### src/hdl/ers_pkg.sv
`timescale 1ns / 1ps
`default_nettype none
package ers_pkg;

  localparam int MAX_EXTENTS = 256;
  localparam int FRAC_BITS   = 8;

  localparam int START_W = 40;
  localparam int LEN_W   = 32;
  localparam int CFG_W   = 24;
  localparam int SEV_W   = 16;
  localparam int IDX_W   = 2;

  localparam int ADDR_W  = (MAX_EXTENTS > 1) ? $clog2(MAX_EXTENTS) : 1;
  localparam int CNT_W   = $clog2(MAX_EXTENTS + 1);
  localparam int ENTRY_W = START_W + LEN_W;
  // Every visited extent adds at most one 24-bit length share and one 24-bit term.
  localparam int COST_W  = CFG_W + CNT_W + 1;
  localparam int DVD_W   = COST_W + FRAC_BITS;
  localparam int IDEAL_W = CFG_W + 1;
  localparam int WORST_W = SEV_W + 1;
  localparam int DCNT_W  = $clog2(DVD_W + 1);

  localparam logic [CFG_W-1:0] WINDOW_RESET  = CFG_W'(512);
  localparam logic [CFG_W-1:0] GAP_RESET     = CFG_W'(16);
  localparam logic [CFG_W-1:0] PENALTY_RESET = CFG_W'(195);

  localparam logic [IDX_W-1:0] REG_WINDOW  = 2'd0;
  localparam logic [IDX_W-1:0] REG_GAP     = 2'd1;
  localparam logic [IDX_W-1:0] REG_PENALTY = 2'd2;

  typedef enum logic [9:0] {
    S_IDLE     = 10'b0000000001,
    S_FETCH    = 10'b0000000010,
    S_CUR      = 10'b0000000100,
    S_EVAL     = 10'b0000001000,
    S_STEP     = 10'b0000010000,
    S_ACC      = 10'b0000100000,
    S_DIV_INIT = 10'b0001000000,
    S_DIV      = 10'b0010000000,
    S_UPD      = 10'b0100000000,
    S_OUT      = 10'b1000000000
  } state_t;

  typedef struct packed {
    logic load;
    logic job_init;
    logic walk_init;
    logic cur_load;
    logic eval;
    logic step;
    logic acc;
    logic div_init;
    logic div_step;
    logic update;
    logic finish;
  } cmd_t;

  typedef struct packed {
    logic span_zero;
    logic walk_more;
    logic ideal_zero;
    logic div_last;
    logic k_more;
  } status_t;

endpackage
`default_nettype wire

### src/hdl/ers_ctrl.sv
`timescale 1ns / 1ps
`default_nettype none
module ers_ctrl
  import ers_pkg::*;
(
  input  wire logic    clk,
  input  wire logic    rst,
  input  wire logic    start,
  input  wire logic    last,
  input  wire status_t status,
  output cmd_t         cmd,
  output logic         busy,
  output logic         done
);

  state_t state, state_next;

  always_ff @(posedge clk) begin
    if (rst) begin
      state <= S_IDLE;
    end else begin
      state <= state_next;
    end
  end

  always_comb begin
    cmd        = '0;
    state_next = state;
    unique case (state)
      S_IDLE: begin
        if (start) begin
          cmd.load = 1'b1;
          if (last) begin
            cmd.job_init = 1'b1;
            state_next   = S_FETCH;
          end
        end
      end
      S_FETCH: begin
        cmd.walk_init = 1'b1;
        state_next    = S_CUR;
      end
      S_CUR: begin
        cmd.cur_load = 1'b1;
        state_next   = status.span_zero ? S_DIV_INIT : S_EVAL;
      end
      S_EVAL: begin
        cmd.eval   = 1'b1;
        state_next = S_STEP;
      end
      S_STEP: begin
        cmd.step   = 1'b1;
        state_next = S_ACC;
      end
      S_ACC: begin
        cmd.acc    = 1'b1;
        state_next = status.walk_more ? S_EVAL : S_DIV_INIT;
      end
      S_DIV_INIT: begin
        cmd.div_init = 1'b1;
        state_next   = status.ideal_zero ? S_UPD : S_DIV;
      end
      S_DIV: begin
        cmd.div_step = 1'b1;
        if (status.div_last) begin
          state_next = S_UPD;
        end
      end
      S_UPD: begin
        cmd.update = 1'b1;
        state_next = status.k_more ? S_FETCH : S_OUT;
      end
      S_OUT: begin
        cmd.finish = 1'b1;
        state_next = S_IDLE;
      end
      default: begin
        state_next = S_IDLE;
      end
    endcase
  end

  assign busy = (state != S_IDLE);
  assign done = (state == S_OUT);

endmodule
`default_nettype wire

### config.mk
export PLATFORM = sky130hd
export DESIGN_NAME = ers_ctrl
export DESIGN_NICKNAME = d
export VERILOG_FILES = /design/src/hdl/ers_pkg.sv /design/src/hdl/ers_ctrl.sv
export SDC_FILE = /design/constraint.sdc
export NUM_CORES = 1
export LEC_CHECK = 0
export ABC_CLOCK_PERIOD_IN_PS = 4150
export BUFFER_PORTS_ARGS = -buffer_cell sky130_fd_sc_hd__buf_2
export CORE_MARGIN = 3
export CORE_UTILIZATION = 35
export DETAILED_ROUTE_END_ITERATION = 12
export GPL_TIMING_DRIVEN = 0
export PLACE_DENSITY = 0.68
export SLEW_MARGIN = 0
export SYNTH_ARGS = -nofsm -noshare
export SYNTH_HDL_FRONTEND = slang
export SYNTH_SLANG_ARGS = --single-unit
### constraint.sdc
create_clock -name clk -period 4.15 [get_ports clk]
set_input_delay 0.2075 -clock clk [delete_from_list [all_inputs] [get_ports clk]]
set_output_delay 0.2075 -clock clk [all_outputs]
set_load 0.005 [all_outputs]
==> metrics, run 1 <==
outcome complete, but fails checks; violations in the final reports DRC; root buffer cell sky130_fd_sc_hd__clkbuf_4; Cell Count, Final, Fillers Out 133; number of H-tree levels 1; clk sink count 10; count of flip-flops with a built-in enable after synthesis 0; pin slew with the least headroom to its limit 0.6407 ns; setup repair after global routing missed its margin no; count of state elements after synthesis 10; Max Slew Vio Count 0; GR Overflow Total 0; total clock buffers created by CTS 3; Period Utilization, post-route 51.23%; number of antenna-violating nets in the routed design 0; # resized after CTS 0; sw frac 34.06%; cell type contributing the most total cell area after synthesis sky130_fd_sc_hd__dfxtp_1; class of the tightest hold or removal check in2reg; total negative slack for setup checks 0 ns; Total Nets Final 119; initial DRC count 33; number of top-level pins 22; syn nets 93; count of synthesis-stage warnings from yosys 0; Biggest register state; pin count of the biggest net entering global routing 11; placed insts 130; leakage power figure 0.0003819 uW; Placement Rows 15; fraction of layout instances using a drive strength above 1 35.19%; startpoint type of the worst setup path flip-flop; Top Registers state x10; clock latency of the later-clocked register in the worst-skew pair 0.26 ns; TritonCTS clock tree done; multi-input logic area 442.9 sq um; required time of the critical path 3.94 ns; NetSw 89.19 uW; per-instance average area after synthesis 8.267 sq um; CP cell instances buf_6, nor4_1, nand3_1, nor3b_1, buf_2; proportion of power drawn by flip-flops and latches 40.2%; I/O Buffers 21; slowest CP cell sky130_fd_sc_hd__nor4_1; DP Wirelength 1.269 mm; average wire length per cell after detail routing 12.58 um; final setup fails 0; cell-internal power 172.6 uW; netlist area before placement 694.4 sq um; max cap viols 0; Period minus WS final 2.126 ns; post-synthesis cell count 84; fraction of registers with async set/reset 0%; CP max stage delay 0.58 ns; final hold violation count 0; top flip-flop cell by instance count after synthesis sky130_fd_sc_hd__dfxtp_1; Via-to-Cell Ratio 5.429; clock buffer depth 2; combinational share of power 34.4%; sort of element at the end of the critical path primary output; fraction of synthesized cell area taken by the top area cell type 28.83%; signal arrival time at the worst endpoint 1.92 ns; area of the die 2554 sq um; horizontal extent of the die 50.54 um; flip-flop count of the largest register after layout 10; leading post-synthesis cells by instance count 12 x sky130_fd_sc_hd__nor2_1, 10 x sky130_fd_sc_hd__dfxtp_1, 5 x sky130_fd_sc_hd__nor3_1; most frequent cell after synthesis sky130_fd_sc_hd__nor2_1; Routability Congestion 0.8173; antenna diode instance count 0; power density normalized to cell area 306.8 nW/um^2; number of setup buffers added after CTS 0; count of hold buffers inserted by post-cts repair 0; via count 722; sequential cell area 200.2 sq um; number of remaining DRC errors 1; total core area 1802 sq um; number of antenna violations at the first check in global routing 0; drt total wl 1.673 mm; Pre-Repair DR Iteration Count 8; Clock Power Share 25.4%; Initial Utilization 38.54%; count of cell types in the netlist 37; normalized max-slew margin 56.89%; Filler cells 186; total global-route track usage 14.42%; Crit Path Max Fanout 9; kind of critical path reg2out; Peak Freq 470.4 MHz; biggest area contributors in the synthesized netlist sky130_fd_sc_hd__dfxtp_1 29%, sky130_fd_sc_hd__nor2_1 6.5%, sky130_fd_sc_hd__nor3_1 3.6%, sky130_fd_sc_hd__or4_4 3.2%, sky130_fd_sc_hd__nor4_4 3.1%; worst IR drop on VDD 0.0001223 V; wire length of the first global-routing pass 2.904 mm; Clk pin slew, worst setup/hold paths 0.07 ns; via count of the first global-routing pass 654; post-route clock skew 0.01136 ns; area overhead of the layout relative to synthesis 22.88%; Seq/Total Area, Yosys 28.83%; Die Y-Extent 50.54 um
power groups by stage:
stage	combinational [uW]	sequential (uW)	clock (uW)
after global routing	99.6	106	71.9
final	90.0	105	66.5
after floorplan	64.4	107	0
after detailed placement	88.5	108	0
after global placement	87.0	108	0
after CTS	88.9	105	67.3
cells by family after synthesis:
kind of cell    Yosys count  share of synthesized area (%)
mux                       1                          1.441
buf+inv                   9                          7.386
compound gates           12                          12.61
flops                    10                          28.83
xor+xnor                  3                          3.784
simple gates             49                          45.95
layout by cell type, fill, tap and decap left out, types with 3 or more instances in the layout:
master | Yosys | layout
sky130_fd_sc_hd__dfxtp_1 | 10 | 10
sky130_fd_sc_hd__buf_2 | 2 | 23
sky130_fd_sc_hd__o21ai_0 | 3 | 3
sky130_fd_sc_hd__nor2_1 | 12 | 12
sky130_fd_sc_hd__clkbuf_4 | 0 | 3
sky130_fd_sc_hd__inv_1 | 4 | 4
sky130_fd_sc_hd__nand3_1 | 4 | 4
sky130_fd_sc_hd__nor3_1 | 5 | 5
sky130_fd_sc_hd__nand2_1 | 4 | 4
cell type report:
| class | count | share of cell area (%) |
|---|---|---|
| Multi-Input combinational cell | 65 | 51.91 |
| Sequential cell | 10 | 23.46 |
| Timing Repair Buffer | 21 | 12.32 |
| Buffer | 5 | 4.252 |
| Tap cell | 25 | 3.666 |
| Clock buffer | 3 | 2.639 |
| Inverter | 4 | 1.760 |
final timing paths:
path	from	endpoint	slack (ns)	depth (start not counted)
max	state[2]	cmd[3]	2.02	5
min	status[0]	state[9]	0.12	2
max reg2reg	state[2]	state[0]	2.44	5
min reg2reg	state[2]	state[2]	0.55	2
layer usage:
layer / vias up / global-route usage (%) / part of all wire [%]
li1: 357 / - / -
met1: 315 / 19.86 / 45
met2: 46 / 22.17 / 46
met3: 4 / 2.671 / 7.9
met4: 0 / 5.381 / 1.4
met5: - / 0 / 0
per-stage QoR:
step / util, % / hold WS [ns] / total power [uW] / cell area [sq um] / setup slack, ns
6_report: 47.36 / 0.1203 / 261.8 / 853.3 / 2.024
5_1_grt: 47.36 / 0.1196 / 277.6 / 853.3 / 1.911
3_3_place_gp: 46.11 / 0.3902 / 194.5 / 830.8 / 2.368
2_1_floorplan: - / 0.2763 / 170.9 / 694.4 / 2.488
4_1_cts: 47.36 / 0.1241 / 261.6 / 853.3 / 2.051
3_5_place_dp: 46.11 / 0.4018 / 196.1 / 830.8 / 2.353
critical path, delay by kind of cell, from the launching register on:
kind / cells / cell delay [ns]
buffers and inverters: 2 / 0.27
flip-flops: 1 / 0.31
AND/OR/NAND/NOR: 3 / 1.08
No activity file was read; power rests on OpenSTA's default activity.
==> run 2: changes to the inputs <==
--- a/config.mk
+++ b/config.mk
@@ -5,13 +5,14 @@
 export SDC_FILE = /design/constraint.sdc
 export NUM_CORES = 1
 export LEC_CHECK = 0
-export ABC_CLOCK_PERIOD_IN_PS = 4150
+export ABC_AREA = 1
+export ABC_CLOCK_PERIOD_IN_PS = 1800
 export BUFFER_PORTS_ARGS = -buffer_cell sky130_fd_sc_hd__buf_2
 export CORE_MARGIN = 3
 export CORE_UTILIZATION = 35
 export DETAILED_ROUTE_END_ITERATION = 12
 export GPL_TIMING_DRIVEN = 0
-export PLACE_DENSITY = 0.68
+export PLACE_DENSITY = 0.71
 export SLEW_MARGIN = 0
 export SYNTH_ARGS = -nofsm -noshare
 export SYNTH_HDL_FRONTEND = slang
==> constraint.sdc (replaced) <==
create_clock -name clk -period 1.8 [get_ports clk]
set_input_delay 0.09 -clock clk [delete_from_list [all_inputs] [get_ports clk]]
set_output_delay 0.09 -clock clk [all_outputs]
set_load 0.005 [all_outputs]
==> metrics, run 2 <==
outcome finished clean (was complete, but fails checks); max cap viols 0 (unchanged); wire length of the first global-routing pass 2.642 mm (was 2.904 mm); number of top-level pins 22 (unchanged); Biggest register state (unchanged); most frequent cell after synthesis sky130_fd_sc_hd__nand2_1 (was sky130_fd_sc_hd__nor2_1); metal3 WL 103 um (was 133 um); Peak Freq 625.9 MHz; Max Slew Vio Count 0 (unchanged); Pre-Repair DR Iteration Count 4 (was 8); Seq/Total Area, Yosys 30.36% (was 28.83%); most frequent cells in the layout 26 x sky130_fd_sc_hd__nand2_1, 25 x sky130_fd_sc_hd__nor2_1, 22 x sky130_fd_sc_hd__inv_1 (was 23 x sky130_fd_sc_hd__buf_2, 12 x sky130_fd_sc_hd__nor2_1, 10 x sky130_fd_sc_hd__dfxtp_1); final setup fails 0 (unchanged); Clk pin slew, worst setup/hold paths 0.07 ns (about the same); area overhead of the layout relative to synthesis 27.70% (was 22.88%); flip-flop count of the largest register after layout 10 (unchanged); depth of the worst register-to-register path 6 (was 5); Filler cells 180 (was 186); Period minus WS final 1.598 ns; wire length the detailed router placed on met1 707 um (was 751 um); power density normalized to cell area 1268 nW/um^2 (was 306.8 nW/um^2); most common cell after layout, fill and taps aside sky130_fd_sc_hd__nand2_1 (was sky130_fd_sc_hd__buf_2); combinational share of power 51.5% (was 34.4%); antenna diode instance count 0 (unchanged); I/O Buffers 21 (unchanged); Post-Layout Inst Area 842.1 sq um (was 853.3 sq um); Routability Congestion 0.7970 (was 0.8173); count of cell types in the netlist 20 (was 37); final worst hold slack 0.03531 ns (was 0.1203 ns); required time of the critical path 1.71 ns (was 3.94 ns); placed insts 156 (was 130); Pwr Total 1068 uW (was 261.8 uW); fraction of registers with async set/reset 0% (unchanged); total placed instance area 795.8 sq um (was 830.8 sq um); syn nets 119 (was 93); GR Overflow Total 0 (unchanged); Crit Path Max Fanout 6 (was 9); worst IR drop on VDD 0.0005112 V (was 0.0001223 V); via count of the first global-routing pass 626 (was 654); total global-route track usage 14.11% (was 14.42%); signal arrival time at the worst endpoint 1.51 ns (was 1.92 ns); leakage power figure 0.0005406 uW (was 0.0003819 uW); clock buffer depth 2 (unchanged); Min-Delay Path Depth 2 (unchanged); biggest area contributors in the synthesized netlist sky130_fd_sc_hd__dfxtp_1 30%, sky130_fd_sc_hd__nand2_1 15%, sky130_fd_sc_hd__nor2_1 14%, sky130_fd_sc_hd__inv_1 13%, sky130_fd_sc_hd__nand2_2 3.8% (was sky130_fd_sc_hd__dfxtp_1 29%, sky130_fd_sc_hd__nor2_1 6.5%, sky130_fd_sc_hd__nor3_1 3.6%, sky130_fd_sc_hd__or4_4 3.2%, sky130_fd_sc_hd__nor4_4 3.1%); number of setup buffers added after CTS 0 (unchanged); Die Y-Extent 49.41 um (was 50.54 um); post-synthesis cell count 110 (was 84); number of antenna violations at the first check in global routing 0 (unchanged); horizontal extent of the die 49.41 um (was 50.54 um); proportion of power drawn by flip-flops and latches 29.4% (was 40.2%); wire length on met2 697 um (was 766 um); Clock Power Share 19.1% (was 25.4%); fraction of layout instances using a drive strength above 1 27.94% (was 35.19%); total negative slack for setup checks 0 ns (unchanged); # resized after CTS 0 (unchanged); pin count of the biggest net entering global routing 7 (was 11); final hold violation count 0 (unchanged); initial DRC count 24 (was 33); number of antenna-violating nets in the routed design 0 (unchanged); Top Registers state x10 (unchanged); cell-internal power 588.7 uW (was 172.6 uW); sort of element at the end of the critical path primary output (unchanged); top layer in use met4 (unchanged); flop2flop setup slack 0.48 ns (was 2.44 ns); normalized max-slew margin 78.36% (was 56.89%); Via-to-Cell Ratio 4.422 (was 5.429); via count 712 (was 722); setup repair after global routing missed its margin no (unchanged); root buffer cell sky130_fd_sc_hd__clkbuf_4 (unchanged); post-route clock skew 0.005833 ns (was 0.01136 ns); Period Utilization, post-route 88.77%; pin slew with the least headroom to its limit 0.3217 ns (was 0.6407 ns); fraction of synthesized cell area taken by the top area cell type 30.36% (was 28.83%); total core area 1745 sq um (was 1802 sq um); clock latency of the later-clocked register in the worst-skew pair 0.27 ns (was 0.26 ns); top flip-flop cell by instance count after synthesis sky130_fd_sc_hd__dfxtp_1 (unchanged); per-instance average area after synthesis 5.994 sq um (was 8.267 sq um); NetSw 479.1 uW (was 89.19 uW); kind of critical path reg2out (unchanged); class of the tightest hold or removal check in2reg (unchanged); netlist area before placement 659.4 sq um (was 694.4 sq um); Placement Rows 15 (unchanged); average wire length per cell after detail routing 9.503 um (was 12.58 um); sw frac 44.87% (was 34.06%); clk sink count 10 (unchanged); drt total wl 1.530 mm (was 1.673 mm); Initial Utilization 37.78% (was 38.54%); DP Wirelength 1.230 mm (was 1.269 mm); Total Nets Final 146 (was 119); area of the die 2441 sq um (was 2554 sq um); Cell Count, Final, Fillers Out 161 (was 133); leading post-synthesis cells by instance count 26 x sky130_fd_sc_hd__nand2_1, 25 x sky130_fd_sc_hd__nor2_1, 22 x sky130_fd_sc_hd__inv_1 (was 12 x sky130_fd_sc_hd__nor2_1, 10 x sky130_fd_sc_hd__dfxtp_1, 5 x sky130_fd_sc_hd__nor3_1); count of flip-flops with a built-in enable after synthesis 0 (unchanged); count of synthesis-stage warnings from yosys 0 (unchanged); count of state elements after synthesis 10 (unchanged); TritonCTS clock tree done (unchanged); number of remaining DRC errors 0 (was 1); cell type contributing the most total cell area after synthesis sky130_fd_sc_hd__dfxtp_1 (unchanged); total clock buffers created by CTS 3 (unchanged); number of H-tree levels 1 (unchanged); startpoint type of the worst setup path flip-flop (unchanged)
==> run 2: path summary, 6_finish.rpt <==
check	end	startpoint
max reg2reg	state[6]	state[6]
min	state[7]	rst
max	cmd[0]	state[6]
min reg2reg	state[9]	state[9]
==> run 2: cell type report <==
| class | instances | area, sq um | area share, % |
|---|---|---|---|
| Multi-Input combinational cell | 77 | 369.1 | 43.83 |
| Timing Repair Buffer | 22 | 115.1 | 13.67 |
| Buffer | 1 | 7.507 | 0.8915 |
| Clock buffer | 4 | 36.28 | 4.309 |
| Inverter | 22 | 82.58 | 9.807 |
| Sequential cell | 10 | 200.2 | 23.77 |
| Tap cell | 25 | 31.28 | 3.715 |
==> run 2: stage by stage <==
| step | setup WS (ns) | utilization (%) |
|---|---|---|
| after floorplan | 0.6132 | - |
| after global placement | 0.5112 | 45.59 |
| after global routing | 0.1066 | 48.24 |
| final | 0.2022 | 48.24 |
| after CTS | 0.1993 | 48.24 |
| after detailed placement | 0.4885 | 45.59 |
==> run 2: power by group through the flow <==
stage | combinational, uW | sequential (uW) | clock [uW]
6_report | 550 | 314 | 204
5_1_grt | 638 | 321 | 218
4_1_cts | 554 | 314 | 205
3_5_place_dp | 549 | 319 | 0
3_3_place_gp | 535 | 317 | 0
2_1_floorplan | 415 | 309 | 0
==> run 2: logic make-up (layout without fill, tap and decap cells) <==
kind of cell           after synthesis  count (layout)  share of synthesized area (%)
AOI/OAI and AO/OA                    3               3                          2.845
buffers and inverters               23              49                          13.66
DFF                                 10              10                          30.36
and+or+nand+nor                     74              74                          53.13
==> run 2: critical path: stages, from the launching register on <==
cell and delay (ns):
sky130_fd_sc_hd__dfxtp_1 0.33, sky130_fd_sc_hd__nor2_1 0.18, sky130_fd_sc_hd__nand2_2 0.14, sky130_fd_sc_hd__nor4_1 0.33
sky130_fd_sc_hd__buf_4 0.16, sky130_fd_sc_hd__buf_2 0.10
==> run 2: layer usage <==
metal / track usage, % / up-vias
met1: 18.00 / 295
li1: - / 382
met4: 8.295 / 0
met3: 3.058 / 4
met2: 21.65 / 31
met5: 0 / -
==> run 2: timing repair <==
action | CTS | global route
hold buffers | 1 | 0
endpoints found under the setup margin | 0 | 0
hold endpoints to repair | 1 | 0
==> run 3: changes to the inputs <==
--- a/config.mk
+++ b/config.mk
@@ -11,7 +11,6 @@
 export CORE_MARGIN = 3
 export CORE_UTILIZATION = 35
 export DETAILED_ROUTE_END_ITERATION = 12
-export GPL_TIMING_DRIVEN = 0
 export PLACE_DENSITY = 0.71
 export SLEW_MARGIN = 0
 export SYNTH_ARGS = -nofsm -noshare
==> metrics, run 3 (synthesized netlist as in run 2, its figures left out) <==
outcome finished clean (unchanged); normalized max-slew margin 75.95% (was 78.36%); antenna diode instance count 0 (unchanged); pin slew with the least headroom to its limit 0.3574 ns (was 0.3217 ns); Initial Utilization 37.78% (unchanged); signal arrival time at the worst endpoint 1.44 ns (was 1.51 ns); average wire length per cell after detail routing 9.306 um (was 9.503 um); Total Nets Final 145 (was 146); Period minus WS final 1.527 ns (was 1.598 ns); via count 704 (was 712); flip-flop count of the largest register after layout 10 (unchanged); pin count of the biggest net entering global routing 7 (unchanged); via count of the first global-routing pass 647 (was 626); number of antenna violations at the first check in global routing 0 (unchanged); wire length of the first global-routing pass 2.580 mm (was 2.642 mm); Pre-Repair DR Iteration Count 4 (unchanged); total core area 1745 sq um (unchanged); total negative slack for setup checks 0 ns (unchanged); sort of element at the end of the critical path primary output (unchanged); Filler cells 202 (was 180); number of setup buffers added after CTS 0 (unchanged); required time of the critical path 1.71 ns (about the same); Top Registers state x10 (unchanged); Period Utilization, post-route 84.83% (was 88.77%); power density normalized to cell area 1270 nW/um^2 (was 1268 nW/um^2); final setup margin 0.2731 ns (was 0.2022 ns); Biggest register state (unchanged); kind of critical path reg2out (unchanged); number of antenna-violating nets in the routed design 0 (unchanged); clock latency of the later-clocked register in the worst-skew pair 0.27 ns (about the same); Routability Congestion 0.9197 (was 0.7970); number of top-level pins 22 (unchanged); placed insts 155 (was 156); Crit Path Max Fanout 6 (unchanged); Placement Rows 15 (unchanged); Clk pin slew, worst setup/hold paths 0.07 ns (about the same); clock buffer depth 2 (unchanged); most frequent cells in the layout 26 x sky130_fd_sc_hd__nand2_1, 25 x sky130_fd_sc_hd__nor2_1, 22 x sky130_fd_sc_hd__inv_1 (unchanged); Max Slew Vio Count 0 (unchanged); clk sink count 10 (unchanged); worst IR drop on VDD 0.0004522 V (was 0.0005112 V); drt total wl 1.489 mm (was 1.530 mm); total clock buffers created by CTS 3 (unchanged); # resized after CTS 0 (unchanged); I/O Buffers 21 (unchanged); startpoint of the worst-slack reg-to-reg timing path state[6] (unchanged); fraction of layout instances using a drive strength above 1 27.41% (was 27.94%); area overhead of the layout relative to synthesis 26.57% (was 27.70%); number of remaining DRC errors 0 (unchanged); Cell Count, Final, Fillers Out 160 (was 161); startpoint of the lowest-slack hold path rst (unchanged); class of the tightest hold or removal check in2reg (unchanged); area of the die 2441 sq um (unchanged); Peak Freq 654.9 MHz (was 625.9 MHz); sequential cell area 200.2 sq um (unchanged); number of H-tree levels 1 (unchanged); multi-input logic area 369.1 sq um (unchanged); root buffer cell sky130_fd_sc_hd__clkbuf_4 (unchanged); leakage power figure 0.0005352 uW (was 0.0005406 uW); Worst Setup Slack post-DPL 0.5323 ns (was 0.4885 ns); setup repair after global routing missed its margin no (unchanged); TritonCTS clock tree done (unchanged); post-route clock skew 0.005152 ns (was 0.005833 ns); max cap viols 0 (unchanged); GR Overflow Total 0 (unchanged); final hold violation count 0 (unchanged); Via-to-Cell Ratio 4.400 (was 4.422); count of hold buffers inserted by post-cts repair 1 (unchanged); DP Wirelength 1.255 mm (was 1.230 mm); initial DRC count 21 (was 24); Die Y-Extent 49.41 um (unchanged); final setup fails 0 (unchanged); total global-route track usage 13.43% (was 14.11%); horizontal extent of the die 49.41 um (unchanged); most common cell after layout, fill and taps aside sky130_fd_sc_hd__nand2_1 (unchanged); Crit. Startpoint state[6] (unchanged); startpoint type of the worst setup path flip-flop (unchanged)
run 3: changes by cell type in the layout (fill, tap and decap cells not counted):
cell / previous run / this run
sky130_fd_sc_hd__buf_4: 1 / 0
run 3: metal layers:
| layer | vias to the layer above | global-route usage [%] | wire, um |
|---|---|---|---|
| li1 | 379 | - | - |
| met1 | 289 | 17.43 | 718 |
| met2 | 32 | 20.31 | 634 |
| met3 | 4 | 1.835 | 105 |
| met4 | 0 | 9.217 | 31 |
| met5 | - | 0 | 0 |
run 3: final timing paths:
check	endpoint	slack, ns	cells after the start
hold reg to reg	state[9]	0.59	3
hold / removal	state[7]	0.05	2
setup / recovery	cmd[0]	0.27	4
setup reg to reg	state[6]	0.52	6
run 3: through the flow:
step | instance area, sq um | util, % | hold slack [ns] | power (uW)
floorplan | 659.4 | - | 0.1524 | 723.3
global placement | 788.3 | 45.16 | 0.2775 | 849.8
detailed placement | 788.3 | 45.16 | 0.2748 | 857.0
CTS | 834.6 | 47.81 | 0.04701 | 1064
global route | 834.6 | 47.81 | 0.04852 | 1186
finish | 834.6 | 47.81 | 0.05427 | 1060
run 3: worst max-delay path, stage by stage, from the launching register on:
cell	delay, ns
sky130_fd_sc_hd__dfxtp_1	0.32
sky130_fd_sc_hd__nor2_1	0.18
sky130_fd_sc_hd__nand2_2	0.13
sky130_fd_sc_hd__nor4_1	0.35
sky130_fd_sc_hd__buf_2	0.19
run 3: cell type report:
class                      count  area share [%]
multi-input combinational     77           44.23
tap                           25           3.748
sequential                    10           23.99
timing repair buffer          22           13.79
clock buffer                   4           4.348
inverter                      22           9.895
run 3: power breakdown:
part / switching (uW) / leakage [uW] / internal (uW)
Sequential: 42.4 / 0.0000815 / 270
Combinational: 347 / 0.000433 / 196
Clock: 82.1 / 0.0000210 / 123
Total: 472 / 0.000535 / 588
